--- src/divide_and_sqrt_unit_defines.svh ---
// Assertion macros for the divide and square-root unit.
// Included by the top level; no other dependencies.
// Define NO_ASSERTIONS to drop every check.
`ifndef DIVIDE_AND_SQRT_UNIT_DEFINES_SVH
`define DIVIDE_AND_SQRT_UNIT_DEFINES_SVH

`ifndef NO_ASSERTIONS
`define DSU_ASSERT_IMPLIES(label, clk, rst_n, ante, cons) \
  label: assert property (@(posedge clk) disable iff (!rst_n) (ante) |-> (cons)) \
    else $error("dsu assertion failed");
`define DSU_ASSERT_NEXT(label, clk, rst_n, ante, cons) \
  label: assert property (@(posedge clk) disable iff (!rst_n) (ante) |=> (cons)) \
    else $error("dsu assertion failed");
`else
`define DSU_ASSERT_IMPLIES(label, clk, rst_n, ante, cons)
`define DSU_ASSERT_NEXT(label, clk, rst_n, ante, cons)
`endif

`endif

--- src/dsu_pkg.sv ---
// Shared types and operation codes for the divide and square-root unit.
// No dependencies.
package dsu_pkg;

  localparam logic [1:0] FUNC_UDIV = 2'd0;
  localparam logic [1:0] FUNC_SDIV = 2'd1;
  localparam logic [1:0] FUNC_SQRT = 2'd2;

  // per-item control that rides along the cell chain
  typedef struct packed {
    logic is_sqrt;
    logic neg_q;
    logic neg_r;
    logic dz;
  } dsu_ctl_t;

endpackage

--- src/dsu_prep.sv ---
// Input stage: operand decode, sign stripping, chain preload.
// Depends on dsu_pkg.
module dsu_prep import dsu_pkg::*; #(
  parameter int DW = 32
) (
  input  logic          clk,
  input  logic          rst_n,
  input  logic          valid_i,
  output logic          ready_o,
  input  logic [1:0]    func_i,
  input  logic [31:0]   a_i,
  input  logic [31:0]   b_i,
  output logic          valid_o,
  input  logic          ready_i,
  output dsu_ctl_t      ctl_o,
  output logic [DW-1:0] rem_o,
  output logic [DW-1:0] aq_o,
  output logic [DW-1:0] b_o
);

  logic          v_r;
  dsu_ctl_t      ctl_r, ctl_nxt;
  logic [DW-1:0] rem_r, rem_nxt;
  logic [DW-1:0] aq_r, aq_nxt;
  logic [DW-1:0] b_r, b_nxt;
  logic [DW-1:0] a_w, b_w, ma, mb;
  logic          sgn, na, nb;

  assign a_w = DW'(a_i);
  assign b_w = DW'(b_i);
  assign sgn = (func_i == FUNC_SDIV);
  assign na  = sgn & a_w[DW-1];
  assign nb  = sgn & b_w[DW-1];
  assign ma  = na ? (~a_w + 1'b1) : a_w;
  assign mb  = nb ? (~b_w + 1'b1) : b_w;

  always_comb begin
    ctl_nxt.is_sqrt = (func_i != FUNC_UDIV) && (func_i != FUNC_SDIV);
    ctl_nxt.neg_q   = na ^ nb;
    ctl_nxt.neg_r   = na;
    ctl_nxt.dz      = !ctl_nxt.is_sqrt && (b_w == '0);
    if (ctl_nxt.is_sqrt) begin
      rem_nxt = a_w;
      aq_nxt  = '0;
    end else begin
      rem_nxt = '0;
      aq_nxt  = ma;
    end
    b_nxt = mb;
  end

  assign ready_o = !v_r || ready_i;

  always_ff @(posedge clk) begin
    if (!rst_n) begin
      v_r <= 1'b0;
    end else if (ready_o) begin
      v_r <= valid_i;
    end
  end

  always_ff @(posedge clk) begin
    if (ready_o && valid_i) begin
      ctl_r <= ctl_nxt;
      rem_r <= rem_nxt;
      aq_r  <= aq_nxt;
      b_r   <= b_nxt;
    end
  end

  assign valid_o = v_r;
  assign ctl_o   = ctl_r;
  assign rem_o   = rem_r;
  assign aq_o    = aq_r;
  assign b_o     = b_r;

endmodule

--- config.mk ---
export PLATFORM = sky130hd
export DESIGN_NAME = dsu_prep
export DESIGN_NICKNAME = d
export VERILOG_FILES = /design/src/divide_and_sqrt_unit_defines.svh /design/src/dsu_pkg.sv /design/src/dsu_prep.sv
export SDC_FILE = /design/constraint.sdc
export NUM_CORES = 1
export LEC_CHECK = 0
export BUFFER_PORTS_ARGS = -buffer_cell sky130_fd_sc_hd__clkbuf_2
export CAP_MARGIN = 20
export CORE_UTILIZATION = 25
export CTS_CLUSTER_SIZE = 8
export DETAILED_ROUTE_END_ITERATION = 10
export PLACE_DENSITY_LB_ADDON = 0.15
export REMOVE_ABC_BUFFERS = 1
export SLEW_MARGIN = 20
export SYNTH_ARGS = -nofsm -noshare
export SYNTH_HDL_FRONTEND = slang
export SYNTH_SLANG_ARGS = --single-unit
export TNS_END_PERCENT = 20
--- constraint.sdc ---
create_clock -name clk -period 7.6 [get_ports clk]
set_input_delay 0.38 -clock clk [delete_from_list [all_inputs] [get_ports clk]]
set_output_delay 0.38 -clock clk [all_outputs]
set_load 0.02 [all_outputs]
* After elaboration in Yosys (flattened, before gate mapping)
Index checks and enable logic that the tools add are counted.
Word-level totals: logic and storage cells 27, input bits 70, output and inout bits 102, flip-flop bits (word level) 101
Operators by class: reduce and logical (&&, ||, !) cells 8, bitwise operators 5, eq/ne operators 2, mux-type cells 2, $add $sub $neg 2
Operators by type and width (number):
- $add 32x1->32 const B | 2
- $mux 32 | 2
- $not 32->32 | 2
- $logic_not 32->1 | 1
- $logic_and 1x1->1 | 3
- $and 1x1->1 | 2
- $eq 2x1->1 const B | 1
- $logic_not 1->1 | 2
- $ne 2x1->1 const B | 1
- $reduce_bool 2->1 | 1
- $logic_or 1x1->1 | 1
- $xor 1x1->1 | 1

* Depth between registers and ports, before layout
depth after elaboration 4, depth in mapped cells 8

* Least setup slack after synthesis
Ideal clock, no wire load.
path type input port to flip-flop, start input ready_i, end register aq_r[0] (netlist: aq_o[0]), enable pin, cell stages on the path 2, arrival time 2989 ps, slack 4141 ps, required time 7130 ps, library setup time 470 ps, buffers on the path 0, cells stage by stage nand2b_1 > and2_1
Between the ends: cells in the longest elaborated chain, start to end 2
Ends and longest elaborated chain:
- from (decl) | line dsu_prep.sv:14 | input logic ready_i,
- $logic_or 1x1->1 | line dsu_prep.sv:52 | assign ready_o = !v_r || ready_i;
- $logic_and 1x1->1 | line dsu_prep.sv:63 | if (ready_o && valid_i) begin
- to (signal assigned) | line dsu_prep.sv:66 | aq_r <= aq_nxt;
- to (decl) | line dsu_prep.sv:24 | logic [DW-1:0] aq_r, aq_nxt;
No other way between the ends. A chain may end at the register's enable or synchronous reset.

* Worst setup path in the final report
start input func_i[1], end register aq_r[20] (netlist: aq_o[20]) (data pin)
Between the ends: cells in the longest elaborated chain, start to end 3
Ends and longest elaborated chain:
- from (decl) | line dsu_prep.sv:10 | input logic [1:0] func_i,
- $eq 2x1->1 | line dsu_prep.sv:31 | assign sgn = (func_i == FUNC_SDIV);
- $and 1x1->1 | line dsu_prep.sv:32 | assign na = sgn & a_w[DW-1];
- $mux 32 | line dsu_prep.sv:34 | assign ma = na ? (~a_w + 1'b1) : a_w;
Several ways; a longest one is shown, not always the timed one.

==> summary.md <==
| Metric | Value |
|---|---|
| Setup TNS | `0 ns` |
| Hold-fix buffers, CTS | `0` |
| DRT antenna net count | `0` |
| Clock Skew | `between 0.005 and 0.006 ns` |
| Largest net degree at the start of global routing | `77` |
| CTS tree | `done` |
| WL final | `approximately 12000 um` |
| CORE AREA | `around 0.019 mm2` |
| Hold Crit Class | `input pin to register` |
| Synth cell types | `35` |
| Area growth, synth to finish | `28.96%` |
| CTS Root Cell | `clkbuf_16` |
| Number of flops mapped to enable cells by yosys | `100` |
| Pre-CTS setup slack | `4.706 ns` |
| Critical path class | `input pin to register` |
| # nets final | `between 600 and 700` |
| CTS Buffer Depth | `2` |
| Fmax achieved | `between 0.4 and 0.5 GHz` |
| Vias in the first global route | `3737` |
| Die height | `around 140 um` |
| Mean Syn Cell Area | `~12 um2` |
| Post-Synthesis Cells | `just under 400` |
| Max Fanout on Critical Path | `67` |
| Avg WL per Cell | `~16 um` |
| Rows | `50` |
| Fin crit period | `2.446 ns` |
| Depth of the CTS H-tree | `3` |
| Fraction of registers with async set/reset | `0` |
| Vias | `around 3600` |
| Worst-margin pin slew | `about 1.0 ns` |
| Final Setup Violations | `0` |
| 1st-iter DRT viols | `157` |
| Max VDD drop | `between 100 and 150 uV` |
| Fill count | `roughly 2000` |
| Top Ports | `roughly 170` |
| Unrepaired setup endpoints after global routing | `no` |
| Final Hold Fails | `0` |
| Pwr Density | `between 200 and 250 mW/mm2` |
| Die width | `approximately 140 um` |
| Vias per Instance | `roughly 4.5` |
| Leakage | `2.460 nW` |
| Drt first pass iters | `4` |
| Final worst slack | `roughly 5.2 ns` |
| CP Data Required Time | `between 7 and 8 ns` |
| Period utilisation layout | `0.3219` |
| Final core utilization | `0.3310` |
| Mapped cell area | `roughly 0.0048 mm2` |
| Rel. slew slack | `0.3156` |
| Startpoint types | `input pin` |
| Finished layout cell area | `about 0.0062 mm2` |
| Crit. End Element | `register` |
| Antenna violations before repair | `0` |
| Final Slew Violations | `0` |
| Outcome | `completed` |
| Cts repair resizes | `0` |
| Fraction of layout cells with a size suffix above 1 | `0.3440` |
| Initial Util | `0.2567` |
| Dpl hpwl | `between 9000 and 10000 um` |
| DRC violations left | `0` |
| Synth Warn # | `0` |
| Clock-pin slew on the worst setup and hold paths | `~0.070 ns` |
| Port bufs | `between 150 and 200` |
| GRT Overall Usage | `0.1307` |
| FF+latch count, synth | `101` |
| GRT overflow | `0` |
| Sink Count | `roughly 100` |
| First-pass GRT wire length | `a little under 20000 um` |
| Most used DFF post-synth | `edfxtp_1` |
| Setup Fix Bufs, Post-CTS | `0` |
| Cell Area, Placed | `0.005927 mm2` |
| Sequential element share of the synthesized area | `0.6275` |
| CTS Buf Count | `9` |
| Die area | `slightly below 0.02 mm2` |
| Clk_lat worst skew | `between 0.3 and 0.4 ns` |
| Max-cap viol count | `0` |
| Ant diodes | `0` |
| Critical Path AT | `~2.5 ns` |
| Gpl congestion | `approximately 0.74` |
-- logic make-up after synthesis --
family          share of synthesized area
flops                              0.6275
compound gates                    0.07714
fa+ha+maj                        0.005194
xor+xnor                          0.09636
simple gates                       0.1696
buf+inv                           0.01792
mux                              0.006234
-- flip-flops by register name, summed over array words and instances, names as in the netlist --
| signal | count |
|---|---|
| valid_o | 1 |
| aq_o | 32 |
| rem_o | 32 |
| ctl_o | 4 |
| b_o | 32 |
-- critical path: stages --
cell and delay (ns):
clkbuf_2 0.08, buf_4 0.48, nor2b_1 0.17, nand2_1 0.56, inv_1 0.41, o21ai_0 0.20
xor2_1 0.17, nor2_1 0.05
-- worst paths after layout --
kind	startpoint	endpoint	slack (ns)	depth (start not counted)
min	rst_n	valid_o	0.26	2
max reg2reg	valid_o	b_o[24]	5.52	3
min reg2reg	valid_o	valid_o	0.54	2
max	func_i[1]	aq_o[20]	5.15	8
-- layout make-up --
class	count	area (um2)	area share
clock buffers	12	236.5	0.03807
clock inverters	4	48.80	0.007855
inverters	8	30.03	0.004834
multi-input cells	266	1710	0.2753
flip-flops and latches	101	3023	0.4866
well taps	234	292.8	0.04713
repair buffers	173	870.8	0.1402
-- where the power goes --
part	switching, mW	leakage, nW	total (mW)	internal, mW
clock network	0.207	0.130	0.462	0.255
registers	0.0121	0.996	0.673	0.661
logic	0.131	1.33	0.198	0.0667
-- cells in the final DEF, fill, tap and decap left out, drive strengths merged, types with 3 or more instances in the layout --
cell      n
or3       7
mux2i     3
o21ai    14
inv       8
and2     37
nand2b    8
nor3     12
or4       5
nor3b     3
edfxtp  100
nand3     4
clkbuf  183
a21oi    23
nand2     7
a31oi     7
nor2     48
o31ai     9
nor4      9
o41ai     4
xor2     26
xnor2    27
-- metal layers --
metal	routed length (um)	track usage	share of wire
met4	135	0.04005	0.011
met2	5738	0.2111	0.46
met3	1179	0.05571	0.094
met5	0	0	0
met1	5426	0.1576	0.43
-- cells in the mapped netlist (3+ instances only) --
| cell | count | share of area |
|---|---|---|
| nand3_1 | 4 | 0.0042 |
| or3_1 | 7 | 0.0091 |
| xor2_1 | 26 | 0.047 |
| nand2_1 | 7 | 0.0055 |
| clkbuf_1 | 15 | 0.012 |
| nand2b_1 | 8 | 0.010 |
| o31ai_1 | 9 | 0.014 |
| o21ai_0 | 14 | 0.015 |
| xnor2_1 | 27 | 0.049 |
| nor3_1 | 11 | 0.011 |
| nor2_1 | 48 | 0.037 |
| a31oi_1 | 7 | 0.0091 |
| and2_1 | 37 | 0.048 |
| nor4_1 | 7 | 0.0091 |
| edfxtp_1 | 100 | 0.62 |
| mux2i_1 | 3 | 0.0062 |
| a21oi_1 | 23 | 0.024 |
| or4_1 | 3 | 0.0047 |
| inv_1 | 8 | 0.0062 |
| nor3b_1 | 3 | 0.0047 |
-- metrics by stage --
step	cells	hold slack (ns)	total power [mW]
after floorplan	375	0.4789	0.7954
final	798	0.2623	1.333
after global routing	798	0.2611	1.393
after global placement	782	0.5175	0.8861
after CTS	798	0.2453	1.358
after detailed placement	782	0.5360	0.8879
(Power assumes the default switching activity.)
