$ cat config.mk
export PLATFORM = sky130hd
export DESIGN_NAME = dsu_post
export DESIGN_NICKNAME = d
export VERILOG_FILES = /design/src/divide_and_sqrt_unit_defines.svh /design/src/dsu_pkg.sv /design/src/dsu_post.sv
export SDC_FILE = /design/constraint.sdc
export NUM_CORES = 1
export LEC_CHECK = 0
export BUFFER_PORTS_ARGS = -buffer_cell sky130_fd_sc_hd__buf_4
export CELL_PAD_IN_SITES_DETAIL_PLACEMENT = 0
export CELL_PAD_IN_SITES_GLOBAL_PLACEMENT = 1
export CORE_UTILIZATION = 40
export CTS_BUF_LIST = sky130_fd_sc_hd__clkbuf_4
export CTS_CLUSTER_SIZE = 24
export DETAILED_ROUTE_END_ITERATION = 10
export PLACE_DENSITY_LB_ADDON = 0.1
export SLEW_MARGIN = 0
export SYNTH_ARGS = -nofsm -noshare
export SYNTH_HDL_FRONTEND = slang
export SYNTH_SLANG_ARGS = --single-unit
$ cat constraint.sdc
create_clock -name clk -period 4.4 [get_ports clk]
set_clock_uncertainty 0.2 [all_clocks]
set_input_delay 0.22 -clock clk [delete_from_list [all_inputs] [get_ports clk]]
set_output_delay 0.22 -clock clk [all_outputs]
set_load 0.01 [all_outputs]
$ cat src/divide_and_sqrt_unit_defines.svh
// Assertion macros for the divide and square-root unit.
// Included by the top level; no other dependencies.
// Define NO_ASSERTIONS to drop every check.
`ifndef DIVIDE_AND_SQRT_UNIT_DEFINES_SVH
`define DIVIDE_AND_SQRT_UNIT_DEFINES_SVH

`ifndef NO_ASSERTIONS
`define DSU_ASSERT_IMPLIES(label, clk, rst_n, ante, cons) \
  label: assert property (@(posedge clk) disable iff (!rst_n) (ante) |-> (cons)) \
    else $error("dsu assertion failed");
`define DSU_ASSERT_NEXT(label, clk, rst_n, ante, cons) \
  label: assert property (@(posedge clk) disable iff (!rst_n) (ante) |=> (cons)) \
    else $error("dsu assertion failed");
`else
`define DSU_ASSERT_IMPLIES(label, clk, rst_n, ante, cons)
`define DSU_ASSERT_NEXT(label, clk, rst_n, ante, cons)
`endif

`endif

$ cat src/dsu_pkg.sv
// Shared types and operation codes for the divide and square-root unit.
// No dependencies.
package dsu_pkg;

  localparam logic [1:0] FUNC_UDIV = 2'd0;
  localparam logic [1:0] FUNC_SDIV = 2'd1;
  localparam logic [1:0] FUNC_SQRT = 2'd2;

  // per-item control that rides along the cell chain
  typedef struct packed {
    logic is_sqrt;
    logic neg_q;
    logic neg_r;
    logic dz;
  } dsu_ctl_t;

endpackage

$ cat src/dsu_post.sv
// Output stage: sign restore, divide-by-zero override, result register.
// Depends on dsu_pkg.
module dsu_post import dsu_pkg::*; #(
  parameter int DW = 32
) (
  input  logic          clk,
  input  logic          rst_n,
  input  logic          valid_i,
  output logic          ready_o,
  input  dsu_ctl_t      ctl_i,
  input  logic [DW-1:0] rem_i,
  input  logic [DW-1:0] aq_i,
  output logic          valid_o,
  input  logic          ready_i,
  output logic [31:0]   quotient_o,
  output logic [31:0]   remainder_o,
  output logic          status_o
);

  logic          v_r;
  logic [31:0]   q_r, q_nxt;
  logic [31:0]   r_r, r_nxt;
  logic          st_r, st_nxt;
  logic [DW-1:0] q_fix, r_fix;

  always_comb begin
    q_fix = aq_i;
    r_fix = rem_i;
    if (!ctl_i.is_sqrt) begin
      if (ctl_i.neg_q) q_fix = ~aq_i + 1'b1;
      if (ctl_i.neg_r) r_fix = ~rem_i + 1'b1;
    end
    if (ctl_i.dz) begin
      q_nxt  = '0;
      r_nxt  = '0;
      st_nxt = 1'b1;
    end else begin
      q_nxt  = 32'(q_fix);
      r_nxt  = 32'(r_fix);
      st_nxt = 1'b0;
    end
  end

  assign ready_o = !v_r || ready_i;

  always_ff @(posedge clk) begin
    if (!rst_n) begin
      v_r <= 1'b0;
    end else if (ready_o) begin
      v_r <= valid_i;
    end
  end

  always_ff @(posedge clk) begin
    if (ready_o && valid_i) begin
      q_r  <= q_nxt;
      r_r  <= r_nxt;
      st_r <= st_nxt;
    end
  end

  assign valid_o     = v_r;
  assign quotient_o  = q_r;
  assign remainder_o = r_r;
  assign status_o    = st_r;

endmodule

# After elaboration in Yosys (flattened, before gate mapping)
# Index checks and enable logic that the tools add are counted.
dict set report classes {
  n_reduce_logical 3
  mux 5
  bitwise_logic 2
  add_sub_neg 2
}
# op n
set op_table {}
lappend op_table {{2-to-1 mux 32 bit} 4}
lappend op_table {{adder 32 x 1 -> 32 bit (second input constant)} 2}
lappend op_table {{NOT 32 bit} 2}
lappend op_table {{logical AND 1 bit} 1}
lappend op_table {{zero test 1 bit} 1}
lappend op_table {{logical OR 1 bit} 1}
lappend op_table {{2-to-1 mux 1 bit} 1}
dict set report totals {
  in_bits 72
  output_inout_bits 67
  register_bits 66
  elab_cells 16
}

# Logic depth before layout (Yosys ltp)
dict set report logic_depth {
  ltp_word 4
  depth_mapped 7
  depth_no_buf 7
}

# Least setup slack after synthesis
# Ideal clock, no wire load.
dict set report synth_path {
  path_kind {register to register}
  from {register v_r (netlist: valid_o)}
  to {register q_r[0] (netlist: quotient_o[0]) (enable)}
  arrival_time_ns 2.044
  setup_time_ns 0.430
  path_slack_ns 1.726
  period_less_slack_ns 2.674
  path_stages_with_launch 3
  t_required_ns 3.770
  path_buffers 0
  path_cell_list {dfxtp_1 > nand2b_1 > and2_1}
}
dict set report synth_via {
  elab_chain_cells 3
}
# element line
set synth_lines {}
lappend synth_lines {{from (decl)} dsu_post.sv:20} ;# logic v_r;
lappend synth_lines {{from (signal assigned)} dsu_post.sv:50} ;# v_r <= valid_i;
lappend synth_lines {{zero test 1 bit} dsu_post.sv:44} ;# assign ready_o = !v_r || ready_i;
lappend synth_lines {{logical OR 1 bit} dsu_post.sv:44}
lappend synth_lines {{via ready_o} dsu_post.sv:9} ;# output logic ready_o,
lappend synth_lines {{logical AND 1 bit} dsu_post.sv:55} ;# if (ready_o && valid_i) begin
lappend synth_lines {{to (signal assigned)} dsu_post.sv:56} ;# q_r <= q_nxt;
lappend synth_lines {{to (decl)} dsu_post.sv:21} ;# logic [31:0] q_r, q_nxt;
# The timed path passes the listed nets, and every way through them passes these cells.
# A chain may end at the register's enable or synchronous reset.

# Worst setup path in the final report
dict set report layout_path {
  from {input aq_i[0]}
  to {register q_r[26] (netlist: quotient_o[26]) (data pin)}
}
dict set report layout_via {
  elab_chain_cells 4
}
# element line
set layout_lines {}
lappend layout_lines {{from (decl)} dsu_post.sv:12} ;# input logic [DW-1:0] aq_i,
lappend layout_lines {{NOT 32 bit} dsu_post.sv:30} ;# if (ctl_i.neg_q) q_fix = ~aq_i + 1'b1;
lappend layout_lines {{adder 32 x 1 -> 32 bit} dsu_post.sv:30}
lappend layout_lines {{2-to-1 mux 32 bit} dsu_post.sv:30}
lappend layout_lines {{2-to-1 mux 32 bit} dsu_post.sv:29} ;# if (!ctl_i.is_sqrt) begin
# No other way between the ends.

==> flow_summary.yaml <==
placed_design:
  gp_congestion: 0.809
  postPlaceCellArea_um2: 4750
  dpl.hpwl_mm: 6.20
  port_buffers: 138
critical_path:
  required_ns: 4.33
  ff2ff_setup_slack_ns: 2.20
  cp_slowest_cell: "nor4_2"
  crit_path_end_kind: "flop"
  cp.arrival_ns: 2.97
  path_class: "in -> reg"
  reg2reg_depth: 3
  path_buf_inv: 3
  cp_cell_sequence: "dlygate4sd3_1 -> buf_4 -> inv_1 -> ha_1 -> or3b_2 -> nor4_2 -> a41oi_1 -> xnor2_1 -> nor2_1"
  critPathMaxStageDelay_ns: 0.80
  cp_max_fo: 8
  cp-start-kind: "primary input"
  cp-startpoint: "aq_i[0]"
  critPathTopFamily: "simple AND/OR/NAND/NOR gates"
  r2r-end: "remainder_o[22]"
  reg2reg_from: "valid_o"
route:
  drt_iter0_drc: 130
  vias_per_cell: 5.12
  ant_nets: 0
  drc_errors: 0
  wl_mm: 9.67
  drtPass1Iterations: 4
  vias: 3312
  routedWlPerCell_um: 14.9
synthesis:
  yosys.area.top_type: "edfxtp_1"
  synth_edf_count: 65
  synth_nets: 416
  avgSynthCellArea_um2: 10.6
  synthesis.area_um2: 3630
  synth_seq_cells: 66
  yosysWarnings: 0
  synth_seq_area_share_pct: 54.3
  synth-main-ff-cell: "edfxtp_1"
  synth_top_area_share_pct: 53.8
  synth.area.top_cells: "edfxtp_1, xor2_1, nor2_1"
  synthCells: 342
  async_flop_share_pct: 0
  synth_cell_types: 37
floorplanning:
  die_x_um: 97.2
  ios: 139
  initial_core_util_pct: 41.4
  rows: 34
  core-area_um2: 8760
  die_y_um: 97.2
  die_area_um2: 9460
power_and_ir_drop:
  max-vdd-ir-drop_mv: 0.144
  p_int_mw: 1.15
  power.switching_uw: 403
  combinationalPowerShare_pct: 22.1
  switching_share_pct: 25.9
  p_leak_nw: 2.17
  clockPowerShare_pct: 28.8
  pwr_density_cell_nw_per_um2: 284
  seqPwrFrac_pct: 49.0
timing:
  rsz0062_at_grt: "no"
  final.min_clock_period_ns: 3.04
  tightestPinTransition_ns: 1.02
  fin_crit_sh_pct: 69.0
  finalMaxSlewViolations: 0
  worst_slew_margin_rel_pct: 31.8
  finalSetupViolCount: 0
  setup_tns_ns: 0
  hold_violations: 0
  max_freq_ghz: 0.329
clocking:
  clockRootBuffer: "clkbuf_4"
  cts.sinks: 66
  htreeDepth: 3
  cts_tree: "yes"
  path_clk_slew_ns: 0.11
  cts_buffer_depth: 2
  clkLatencyLatePin_ns: 0.40
  cts_resized: 0
  cts_inserted_buffers: 9
final_layout:
  postLayoutCellArea_um2: 5480
  fillers: 723
  layout_commonest_cell: "buf_4"
  area_growth_pct: 51.0
  final_layout_size_suffix_gt1_share_pct: 30.6
  layout_common_cells: "buf_4, edfxtp_1, nor2_1, dlygate4sd3_1, xor2_1"
  diodes: 0
  nets: 608
grt:
  grt_max_degree: 67
  antenna_found_initial: 0
  grt_pass1_wl_mm: 15.4
  grt-ovfl-total: 0
  grt_pass1_vias: 3247
  grt_usage_pct: 20.5
min_path:
  hold_path_depth: 3
  min-delay-path-class: "in -> reg"
  min_to: "remainder_o[24]"
  min-delay-start: "rem_i[24]"
run:
  drv_cap: 0
status:
  outcome: "completed"
==> worst reg2reg max path: stages (launching register included) <==
cell and delay [ns]:
dfxtp_1 0.33, nand2b_1 0.10, and2_2 0.65, buf_4 0.55
==> power by group through the flow <==
stage	Combinational [mW]	Clock (mW)	Sequential, mW
after floorplan	0.113	0	0.802
after global placement	0.299	0	0.776
after detailed placement	0.300	0	0.777
after CTS	0.343	0.455	0.763
after global routing	0.375	0.478	0.768
final	0.344	0.448	0.763
==> cells in the mapped netlist, types with 2 or more instances <==
master	count
ha_1	2
nor4_1	7
o41ai_1	7
clkbuf_1	13
or4_1	6
o31ai_1	14
nand2b_1	3
or2_2	4
nand3_1	4
a31oi_1	4
nor2_1	61
a21oi_1	20
inv_1	11
nand2_1	11
nor3_1	7
nand4_1	3
buf_2	2
xor2_1	35
edfxtp_1	65
nor3b_1	2
o41ai_2	2
or3_1	9
o21ai_0	17
or4_4	2
xnor2_1	17
nor2b_1	3
==> cell type report <==
type	count	area (um2)	area share, %
flip-flops and latches	66	1970	36.0
repair buffers	197	1620	29.6
multi-input cells	249	1560	28.4
well taps	108	135	2.47
clock inverters	7	83.8	1.53
clock buffers	9	67.6	1.23
inverters	11	41.3	0.753
==> worst max-delay path by stage <==
stage,endpoint,slack (ns),cells after the start
4_1_cts,quotient_o[26],1.44,9
5_1_grt,quotient_o[22],1.21,9
6_report,quotient_o[26],1.36,9
3_3_place_gp,quotient_o[26],1.63,8
3_5_place_dp,quotient_o[26],1.56,8
2_1_floorplan,quotient_o[0],1.73,2
==> timing repair <==
action	4_1_cts	5_1_grt
hold buffers	58	0
endpoints found under the hold margin	57	0
buffers inserted	0	0
==> per-layer routing <==
layer | up-vias | wire [um] | global-route usage, %
met2 | 114 | 4620 | 34.1
met5 | - | 0 | 0
met3 | 17 | 516 | 5.40
met4 | 0 | 187 | 7.13
met1 | 1542 | 4350 | 25.9
li1 | 1639 | - | -
==> sequential cells by signal (all words and copies together), names as in the netlist <==
| name | flops |
|---|---|
| quotient_o | 32 |
| remainder_o | 32 |
| status_o | 1 |
| valid_o | 1 |
==> cell families after synthesis <==
family          count (synthesis)  share of synthesized area, %
buf+inv                        27                          2.86
simple gates                  127                          17.4
fa+ha+maj                       2                         0.690
xor+xnor                       52                          12.6
flops                          66                          54.3
compound gates                 68                          12.1
==> stage by stage <==
step	setup slack [ns]	utilization [%]	total power [mW]	cells	hold slack [ns]
detailed placement	1.56	54.2	1.08	573	0.295
floorplan	1.73	-	0.915	342	0.119
global placement	1.63	54.2	1.08	573	0.279
global route	1.21	62.5	1.62	647	0.0100
CTS	1.44	62.5	1.56	647	0.00765
finish	1.36	62.5	1.56	647	0.00900
Power figures use the tool's default switching activity.
