<file path="config.mk">
export PLATFORM = sky130hd
export DESIGN_NAME = dsu_cell
export DESIGN_NICKNAME = d
export VERILOG_FILES = /design/src/divide_and_sqrt_unit_defines.svh /design/src/dsu_pkg.sv /design/src/dsu_cell.sv
export SDC_FILE = /design/constraint.sdc
export NUM_CORES = 1
export LEC_CHECK = 0
export BUFFER_PORTS_ARGS = -buffer_cell sky130_fd_sc_hd__buf_2
export CAP_MARGIN = 0
export CORE_ASPECT_RATIO = 0.75
export CORE_UTILIZATION = 25
export CTS_BUF_LIST = sky130_fd_sc_hd__clkbuf_8
export CTS_CLUSTER_SIZE = 12
export DETAILED_ROUTE_END_ITERATION = 10
export GPL_TIMING_DRIVEN = 0
export SYNTH_ARGS = -nofsm -noshare
export SYNTH_HDL_FRONTEND = slang
export SYNTH_SLANG_ARGS = --single-unit
</file>
<file path="constraint.sdc">
create_clock -name clk -period 3.44 [get_ports clk]
set_clock_uncertainty 0.05 [all_clocks]
set_input_delay 0.516 -clock clk [delete_from_list [all_inputs] [get_ports clk]]
set_output_delay 0.516 -clock clk [all_outputs]
set_load 0.03 [all_outputs]
</file>
<file path="src/divide_and_sqrt_unit_defines.svh">
// Assertion macros for the divide and square-root unit.
// Included by the top level; no other dependencies.
// Define NO_ASSERTIONS to drop every check.
`ifndef DIVIDE_AND_SQRT_UNIT_DEFINES_SVH
`define DIVIDE_AND_SQRT_UNIT_DEFINES_SVH

`ifndef NO_ASSERTIONS
`define DSU_ASSERT_IMPLIES(label, clk, rst_n, ante, cons) \
  label: assert property (@(posedge clk) disable iff (!rst_n) (ante) |-> (cons)) \
    else $error("dsu assertion failed");
`define DSU_ASSERT_NEXT(label, clk, rst_n, ante, cons) \
  label: assert property (@(posedge clk) disable iff (!rst_n) (ante) |=> (cons)) \
    else $error("dsu assertion failed");
`else
`define DSU_ASSERT_IMPLIES(label, clk, rst_n, ante, cons)
`define DSU_ASSERT_NEXT(label, clk, rst_n, ante, cons)
`endif

`endif

</file>
<file path="src/dsu_pkg.sv">
// Shared types and operation codes for the divide and square-root unit.
// No dependencies.
package dsu_pkg;

  localparam logic [1:0] FUNC_UDIV = 2'd0;
  localparam logic [1:0] FUNC_SDIV = 2'd1;
  localparam logic [1:0] FUNC_SQRT = 2'd2;

  // per-item control that rides along the cell chain
  typedef struct packed {
    logic is_sqrt;
    logic neg_q;
    logic neg_r;
    logic dz;
  } dsu_ctl_t;

endpackage

</file>
<file path="src/dsu_cell.sv">
// One cell of the chain: a restoring divide step or a square-root digit step.
// Depends on dsu_pkg.
module dsu_cell import dsu_pkg::*; #(
  parameter int DW    = 32,
  parameter int STAGE = 0
) (
  input  logic          clk,
  input  logic          rst_n,
  input  logic          valid_i,
  output logic          ready_o,
  input  dsu_ctl_t      ctl_i,
  input  logic [DW-1:0] rem_i,
  input  logic [DW-1:0] aq_i,
  input  logic [DW-1:0] b_i,
  output logic          valid_o,
  input  logic          ready_i,
  output dsu_ctl_t      ctl_o,
  output logic [DW-1:0] rem_o,
  output logic [DW-1:0] aq_o,
  output logic [DW-1:0] b_o
);

  localparam int TOP        = ((DW - 1) / 2) * 2;
  localparam int SQRT_STEPS = TOP / 2 + 1;

  logic          v_r;
  dsu_ctl_t      ctl_r;
  logic [DW-1:0] rem_r, rem_nxt;
  logic [DW-1:0] aq_r, aq_nxt;
  logic [DW-1:0] b_r;
  logic [DW:0]   trial;
  logic [DW+1:0] diff;
  logic          div_ge;
  logic [DW-1:0] div_rem, div_aq;
  logic [DW-1:0] sq_rem, sq_root;

  // divide: shift next dividend bit into the partial remainder
  assign trial   = {rem_i, aq_i[DW-1]};
  assign diff    = {1'b0, trial} - {2'b00, b_i};
  assign div_ge  = !diff[DW+1];
  assign div_rem = div_ge ? diff[DW-1:0] : trial[DW-1:0];
  assign div_aq  = {aq_i[DW-2:0], div_ge};

  generate
    if (STAGE < SQRT_STEPS) begin : g_sqrt
      localparam int          BITPOS = TOP - 2 * STAGE;
      localparam logic [DW:0] SQ_BIT = (DW+1)'(1) << BITPOS;
      logic [DW:0] sum;
      logic        sq_ge;
      assign sum     = {1'b0, aq_i} + SQ_BIT;
      assign sq_ge   = ({1'b0, rem_i} >= sum);
      assign sq_rem  = sq_ge ? (rem_i - sum[DW-1:0]) : rem_i;
      assign sq_root = sq_ge ? ((aq_i >> 1) + SQ_BIT[DW-1:0]) : (aq_i >> 1);
    end else begin : g_hold
      assign sq_rem  = rem_i;
      assign sq_root = aq_i;
    end
  endgenerate

  assign rem_nxt = ctl_i.is_sqrt ? sq_rem  : div_rem;
  assign aq_nxt  = ctl_i.is_sqrt ? sq_root : div_aq;

  assign ready_o = !v_r || ready_i;

  always_ff @(posedge clk) begin
    if (!rst_n) begin
      v_r <= 1'b0;
    end else if (ready_o) begin
      v_r <= valid_i;
    end
  end

  always_ff @(posedge clk) begin
    if (ready_o && valid_i) begin
      ctl_r <= ctl_i;
      rem_r <= rem_nxt;
      aq_r  <= aq_nxt;
      b_r   <= b_i;
    end
  end

  assign valid_o = v_r;
  assign ctl_o   = ctl_r;
  assign rem_o   = rem_r;
  assign aq_o    = aq_r;
  assign b_o     = b_r;

endmodule

</file>
; Word level (Yosys, flattened, before mapping)
; Cells that the tools add are included.
[totals]
output_inout_bits = 102
ff_bits = 101
wordCells = 22
input_bits = 104
[classes]
n_addsub = 4
reduce_logical = 4
mux = 5
magnitude_cmp = 1
[op_table]
columns = cell, n
row1 = 2-to-1 mux 32 bit, 5
row2 = subtractor 33 x 32 -> 34 bit, 1
row3 = "adder 32 x 31 -> 33 bit, second input constant", 1
row4 = >= comparator 32 x 33 -> 1 bit, 1
row5 = "adder 31 x 31 -> 32 bit, second input constant", 1
row6 = subtractor 32 bit, 1
row7 = zero test 1 bit, 2
row8 = logical AND 1 bit, 1
row9 = logical OR 1 bit, 1

; Depth between registers and ports, before layout
[logic_depth]
word_depth = 4
depth_mapped = 16
ltp_nobuf = 14

; Least setup slack after synthesis
; No wires, ideal clock.
[synth_timing]
path_type = input to register
from = input ready_i
to = register aq_r[0] (netlist: aq_o[0]) (enable)
setup_ns = 0.470
required_ns = 2.920
path_slack_ns = -0.286
cell_stages = 2
path_buffers = 0
t_arrival_ns = 3.206
path_cell_list = nand2b_1 -> and2_1
[synth_via]
elab_chain_cells = 2
[synth_lines]
columns = element, line
row1 = "start, declared", dsu_cell.sv:16  ; input logic ready_i,
row2 = logical OR 1 bit, dsu_cell.sv:63  ; assign ready_o = !v_r || ready_i;
row3 = logical AND 1 bit, dsu_cell.sv:74  ; if (ready_o && valid_i) begin
row4 = "end signal, assigned", dsu_cell.sv:77  ; aq_r <= aq_nxt;
row5 = "end, declared", dsu_cell.sv:29  ; logic [DW-1:0] aq_r, aq_nxt;
; No other way between the ends.
; A chain may end at the register's enable or synchronous reset.

; Worst setup path after layout
[layout_timing]
from = input b_i[3]
to = register rem_r[27] (netlist: rem_o[27]), data pin
[layout_via]
elab_chain_cells = 3
[layout_lines]
columns = element, line
row1 = "start, declared", dsu_cell.sv:14  ; input logic [DW-1:0] b_i,
row2 = subtractor 33 x 32 -> 34 bit, dsu_cell.sv:39  ; assign diff = {1'b0, trial} - {2'b00, b_i};
row3 = 2-to-1 mux 32 bit, dsu_cell.sv:41  ; assign div_rem = div_ge ? diff[DW-1:0] : trial[DW-1:0];
row4 = 2-to-1 mux 32 bit, dsu_cell.sv:60  ; assign rem_nxt = ctl_i.is_sqrt ? sq_rem : div_rem;
row5 = via rem_nxt[27], dsu_cell.sv:28  ; logic [DW-1:0] rem_r, rem_nxt;
row6 = "end signal, assigned", dsu_cell.sv:76  ; rem_r <= rem_nxt;
row7 = "end, declared", dsu_cell.sv:28
; The timed path passes the listed nets, and every way through them passes these cells.

==> impl_metrics.xml <==
<?xml version="1.0" encoding="UTF-8"?>
<metrics>
  <group name="timing">
    <metric name="grt_setup_unrepaired" unit="">false</metric>
    <metric name="final_min_period_over_clock_period" unit="%">96.5</metric>
    <metric name="finalSetupViolations" unit="">0</metric>
    <metric name="hold_viol" unit="">0</metric>
    <metric name="timing_worst_slew_pin_value" unit="ns">0.896</metric>
    <metric name="timing.final.crit_period" unit="ns">3.32</metric>
    <metric name="finalSetupTns" unit="ns">0</metric>
    <metric name="peak_freq" unit="MHz">301</metric>
    <metric name="slew_violations" unit="">0</metric>
    <metric name="finalHoldWorstSlack" unit="ns">0.192</metric>
    <metric name="timing.max_slew.rel_slack" unit="%">40.3</metric>
  </group>
  <group name="clock_tree">
    <metric name="postCtsHoldBufs" unit="">0</metric>
    <metric name="cts_htree_levels" unit="">3</metric>
    <metric name="tritoncts_clock_tree" unit="">built</metric>
    <metric name="ctsRootBufferMaster" unit="">clkbuf_8</metric>
    <metric name="cts_made_buffers" unit="">9</metric>
    <metric name="cts.path.max_buffers" unit="">2</metric>
    <metric name="clock-sinks" unit="">101</metric>
    <metric name="clock_edge_transition_at_the_registers_on_the_reported_setup_and_hold_paths" unit="ns">0.11</metric>
    <metric name="clock_latency" unit="ns">0.44</metric>
  </group>
  <group name="drt">
    <metric name="post_drt_via_cell_ratio" unit="">4.83</metric>
    <metric name="drtPass1Iterations" unit="">5</metric>
    <metric name="drt_drc_violations_left" unit="">0</metric>
    <metric name="num_vias" unit="">7198</metric>
    <metric name="route.antenna.remaining_nets" unit="">0</metric>
    <metric name="postRouteWirelength" unit="um">27400</metric>
    <metric name="routed_wire_length_per_instance" unit="um">18.4</metric>
    <metric name="drt_first_iter_violations" unit="">521</metric>
  </group>
  <group name="floorplanning">
    <metric name="top_level_ports" unit="">206</metric>
    <metric name="die_w" unit="um">208</metric>
    <metric name="core" unit="um^2">31300</metric>
    <metric name="placement_rows" unit="">56</metric>
    <metric name="starting_density_of_the_core" unit="%">25.4</metric>
    <metric name="die_area" unit="um^2">32600</metric>
    <metric name="die_h" unit="um">157</metric>
  </group>
  <group name="synth">
    <metric name="synth_cell_types" unit="">69</metric>
    <metric name="synth_enable_flop_cells" unit="">100</metric>
    <metric name="yosysWarningCount" unit="">0</metric>
    <metric name="syn-mean-instance-area" unit="um^2">9.34</metric>
    <metric name="seq_area_frac_synth" unit="%">37.9</metric>
    <metric name="syn_inst" unit="">853</metric>
    <metric name="synth_area" unit="um^2">7970</metric>
    <metric name="share_of_flip_flops_with_an_asynchronous_set_or_reset_after_synthesis" unit="%">0</metric>
    <metric name="syn_nets" unit="">1025</metric>
    <metric name="ys.flop_type" unit="">edfxtp_1</metric>
    <metric name="synth-seq-cells" unit="">101</metric>
  </group>
  <group name="pwr">
    <metric name="leakage" unit="nW">4.43</metric>
    <metric name="power-per-cell-area" unit="nW/um^2">389</metric>
    <metric name="ir_drop" unit="V">0.000196</metric>
  </group>
  <group name="setup_path">
    <metric name="cp-start-kind" unit="">primary input</metric>
    <metric name="maximum_single_stage_delay_on_the_critical_path" unit="ns">0.36</metric>
    <metric name="cp-end-kind" unit="">register</metric>
    <metric name="worst-setup-path-type" unit="">primary input to register</metric>
    <metric name="worst_ep_arrival_time" unit="ns">3.50</metric>
    <metric name="critPathMaxFanout" unit="">10</metric>
    <metric name="cp_common_cell" unit="">a21oi_1</metric>
    <metric name="crit_chain" unit="">buf_2 &gt; inv_1 &gt; ha_1 &gt; a21o_1 &gt; a21oi_1 &gt; a21oi_1 &gt; o21ai_1 &gt; nand2_1 &gt; o31ai_4 &gt; a21oi_4 &gt; inv_2 &gt; buf_2 &gt; a21oi_1 &gt; a32oi_1</metric>
    <metric name="cp_data_required_time" unit="ns">3.62</metric>
    <metric name="slowest_stage" unit="">ha_1</metric>
  </group>
  <group name="hold_path">
    <metric name="hold_path_class" unit="">primary input to register</metric>
  </group>
  <group name="final_layout">
    <metric name="final_design_area_no_fill" unit="um^2">9810</metric>
    <metric name="finish.net_count" unit="">1248</metric>
    <metric name="most-common-layout-cells" unit="">buf_2, edfxtp_1, a21oi_1, inv_1, nand2_1</metric>
    <metric name="final_layout_size_suffix_gt1_share" unit="%">24.5</metric>
    <metric name="area.growth.synth_to_final" unit="%">23.1</metric>
    <metric name="final_common_cell" unit="">buf_2</metric>
    <metric name="fin_cells" unit="">1489</metric>
  </group>
  <group name="placed_design">
    <metric name="dpl.cell_count" unit="">1465</metric>
    <metric name="hpwl" unit="um">21900</metric>
    <metric name="place.port_buffers" unit="">205</metric>
    <metric name="post_dp_cell_area" unit="um^2">9530</metric>
    <metric name="gp_routability_congestion" unit="">0.887</metric>
  </group>
  <group name="job">
    <metric name="maxCapViolations" unit="">0</metric>
  </group>
  <group name="global_routing">
    <metric name="grt.overflow.total" unit="">0</metric>
    <metric name="grt_start_max_net_pins" unit="">59</metric>
    <metric name="first_global_vias" unit="">6971</metric>
    <metric name="grt_antenna_before_repair" unit="">5</metric>
    <metric name="groute.usage.overall" unit="%">16.8</metric>
    <metric name="first_pass_grt_wire_length" unit="um">40800</metric>
  </group>
  <group name="status">
    <metric name="outcome" unit="">complete, no violations</metric>
  </group>
</metrics>
## kinds of logic (layout without fill, tap and decap cells)
| kind of cell | Yosys count | in the layout | share of synthesized area [%] |
|---|---|---|---|
| compound gates | 266 | 266 | 21.5 |
| simple gates | 205 | 205 | 12.1 |
| buf+inv | 115 | 343 | 6.05 |
| flops | 101 | 101 | 37.9 |
| fa+ha+maj | 68 | 68 | 10.9 |
| xor+xnor | 55 | 55 | 6.05 |
| mux | 43 | 43 | 5.54 |
| other cells | 0 | 2 | 0 |
## worst max-delay path, delay by kind of cell
family / cells / cell delay [ns]
fa+ha+maj: 1 / 0.36
buf+inv: 4 / 0.72
compound gates: 8 / 1.75
simple gates: 1 / 0.15
## cell type report
type | count | area, um^2
inverter | 80 | 300
clock inverter | 7 | 50.0
fill | 3348 | 21500
antenna | 2 | 5.00
buffer | 35 | 181
tap | 406 | 508
clock buffer | 9 | 124
sequential | 101 | 3020
multi-input combinational | 637 | 4510
timing repair buffer | 212 | 1110
## synth_stat cells (2+ instances only)
cell type / count / area share, %
edfxtp_1: 100 / 38
a21oi_1: 91 / 5.7
inv_1: 78 / 3.7
nand2_1: 77 / 3.6
ha_1: 66 / 10
o21ai_0: 56 / 3.5
nor2_1: 44 / 2.1
xnor2_1: 35 / 3.8
mux2i_1: 34 / 4.3
a21o_1: 26 / 2.5
a211oi_1: 25 / 2.4
clkbuf_1: 23 / 1.1
xor2_1: 20 / 2.2
and2_1: 15 / 1.2
nor3_1: 14 / 0.88
nand3_1: 10 / 0.63
nand4_1: 10 / 0.79
nand2b_1: 8 / 0.63
nor2b_1: 8 / 0.63
o21bai_1: 8 / 0.75
a31oi_1: 7 / 0.55
o21a_1: 6 / 0.57
or3_1: 6 / 0.47
mux2_2: 5 / 0.71
o211ai_1: 5 / 0.47
o21ai_1: 5 / 0.31
buf_2: 4 / 0.25
mux2_1: 4 / 0.57
a21boi_0: 3 / 0.28
a21oi_2: 3 / 0.33
a21oi_4: 3 / 0.61
a22oi_1: 3 / 0.28
and3_1: 3 / 0.24
buf_4: 3 / 0.28
buf_6: 3 / 0.42
o2111ai_1: 3 / 0.33
a211o_1: 2 / 0.22
a311oi_1: 2 / 0.22
fa_1: 2 / 0.50
nand3b_1: 2 / 0.19
nor4_1: 2 / 0.16
o41ai_2: 2 / 0.41
## timing repair
item,in CTS,in global routing
pin swaps,1,2
gates resized for setup,1,6
cloned,0,0
endpoints found under the setup margin,2,14
hold endpoints to repair,0,0
buffers inserted,4,2
## path summary, 6_finish.rpt
check | start | endpoint | slack, ns | depth (start not counted)
max | b_i[3] | rem_o[27] | 0.12 | 14
min | ctl_i[2] | ctl_o[2] | 0.19 | 1
min reg2reg | valid_o | valid_o | 0.50 | 2
max reg2reg | valid_o | aq_o[28] | 1.67 | 3
## power breakdown
group / switching (mW) / internal [mW] / total, mW
sequential: 0.0228 / 1.48 / 1.51
clock: 0.499 / 0.266 / 0.765
combinational: 0.977 / 0.570 / 1.55
total: 1.50 / 2.32 / 3.82
## layer usage
layer / part of all wire, % / track usage, % / vias to the layer above
met2: 42 / 25.1 / 264
met1: 49 / 23.8 / 3348
met5: 0.18 / 0 / -
met4: 1.1 / 3.32 / 8
li1: - / - / 3554
met3: 7.4 / 5.14 / 24
## sequential cells by signal, summed over array words and instances, names as in the netlist
| signal | cells |
|---|---|
| ctl_o | 4 |
| rem_o | 32 |
| aq_o | 32 |
| b_o | 32 |
| valid_o | 1 |
## through the flow
stage               setup WS, ns  power, mW  utilization (%)
floorplan                  0.278       2.59                -
global placement          -0.511       3.03             30.3
detailed placement        -0.510       3.04             30.4
CTS                        0.103       3.84             31.1
global route             0.00216       4.04             31.3
finish                     0.121       3.82             31.3
No activity file was read; power rests on OpenSTA's default activity.
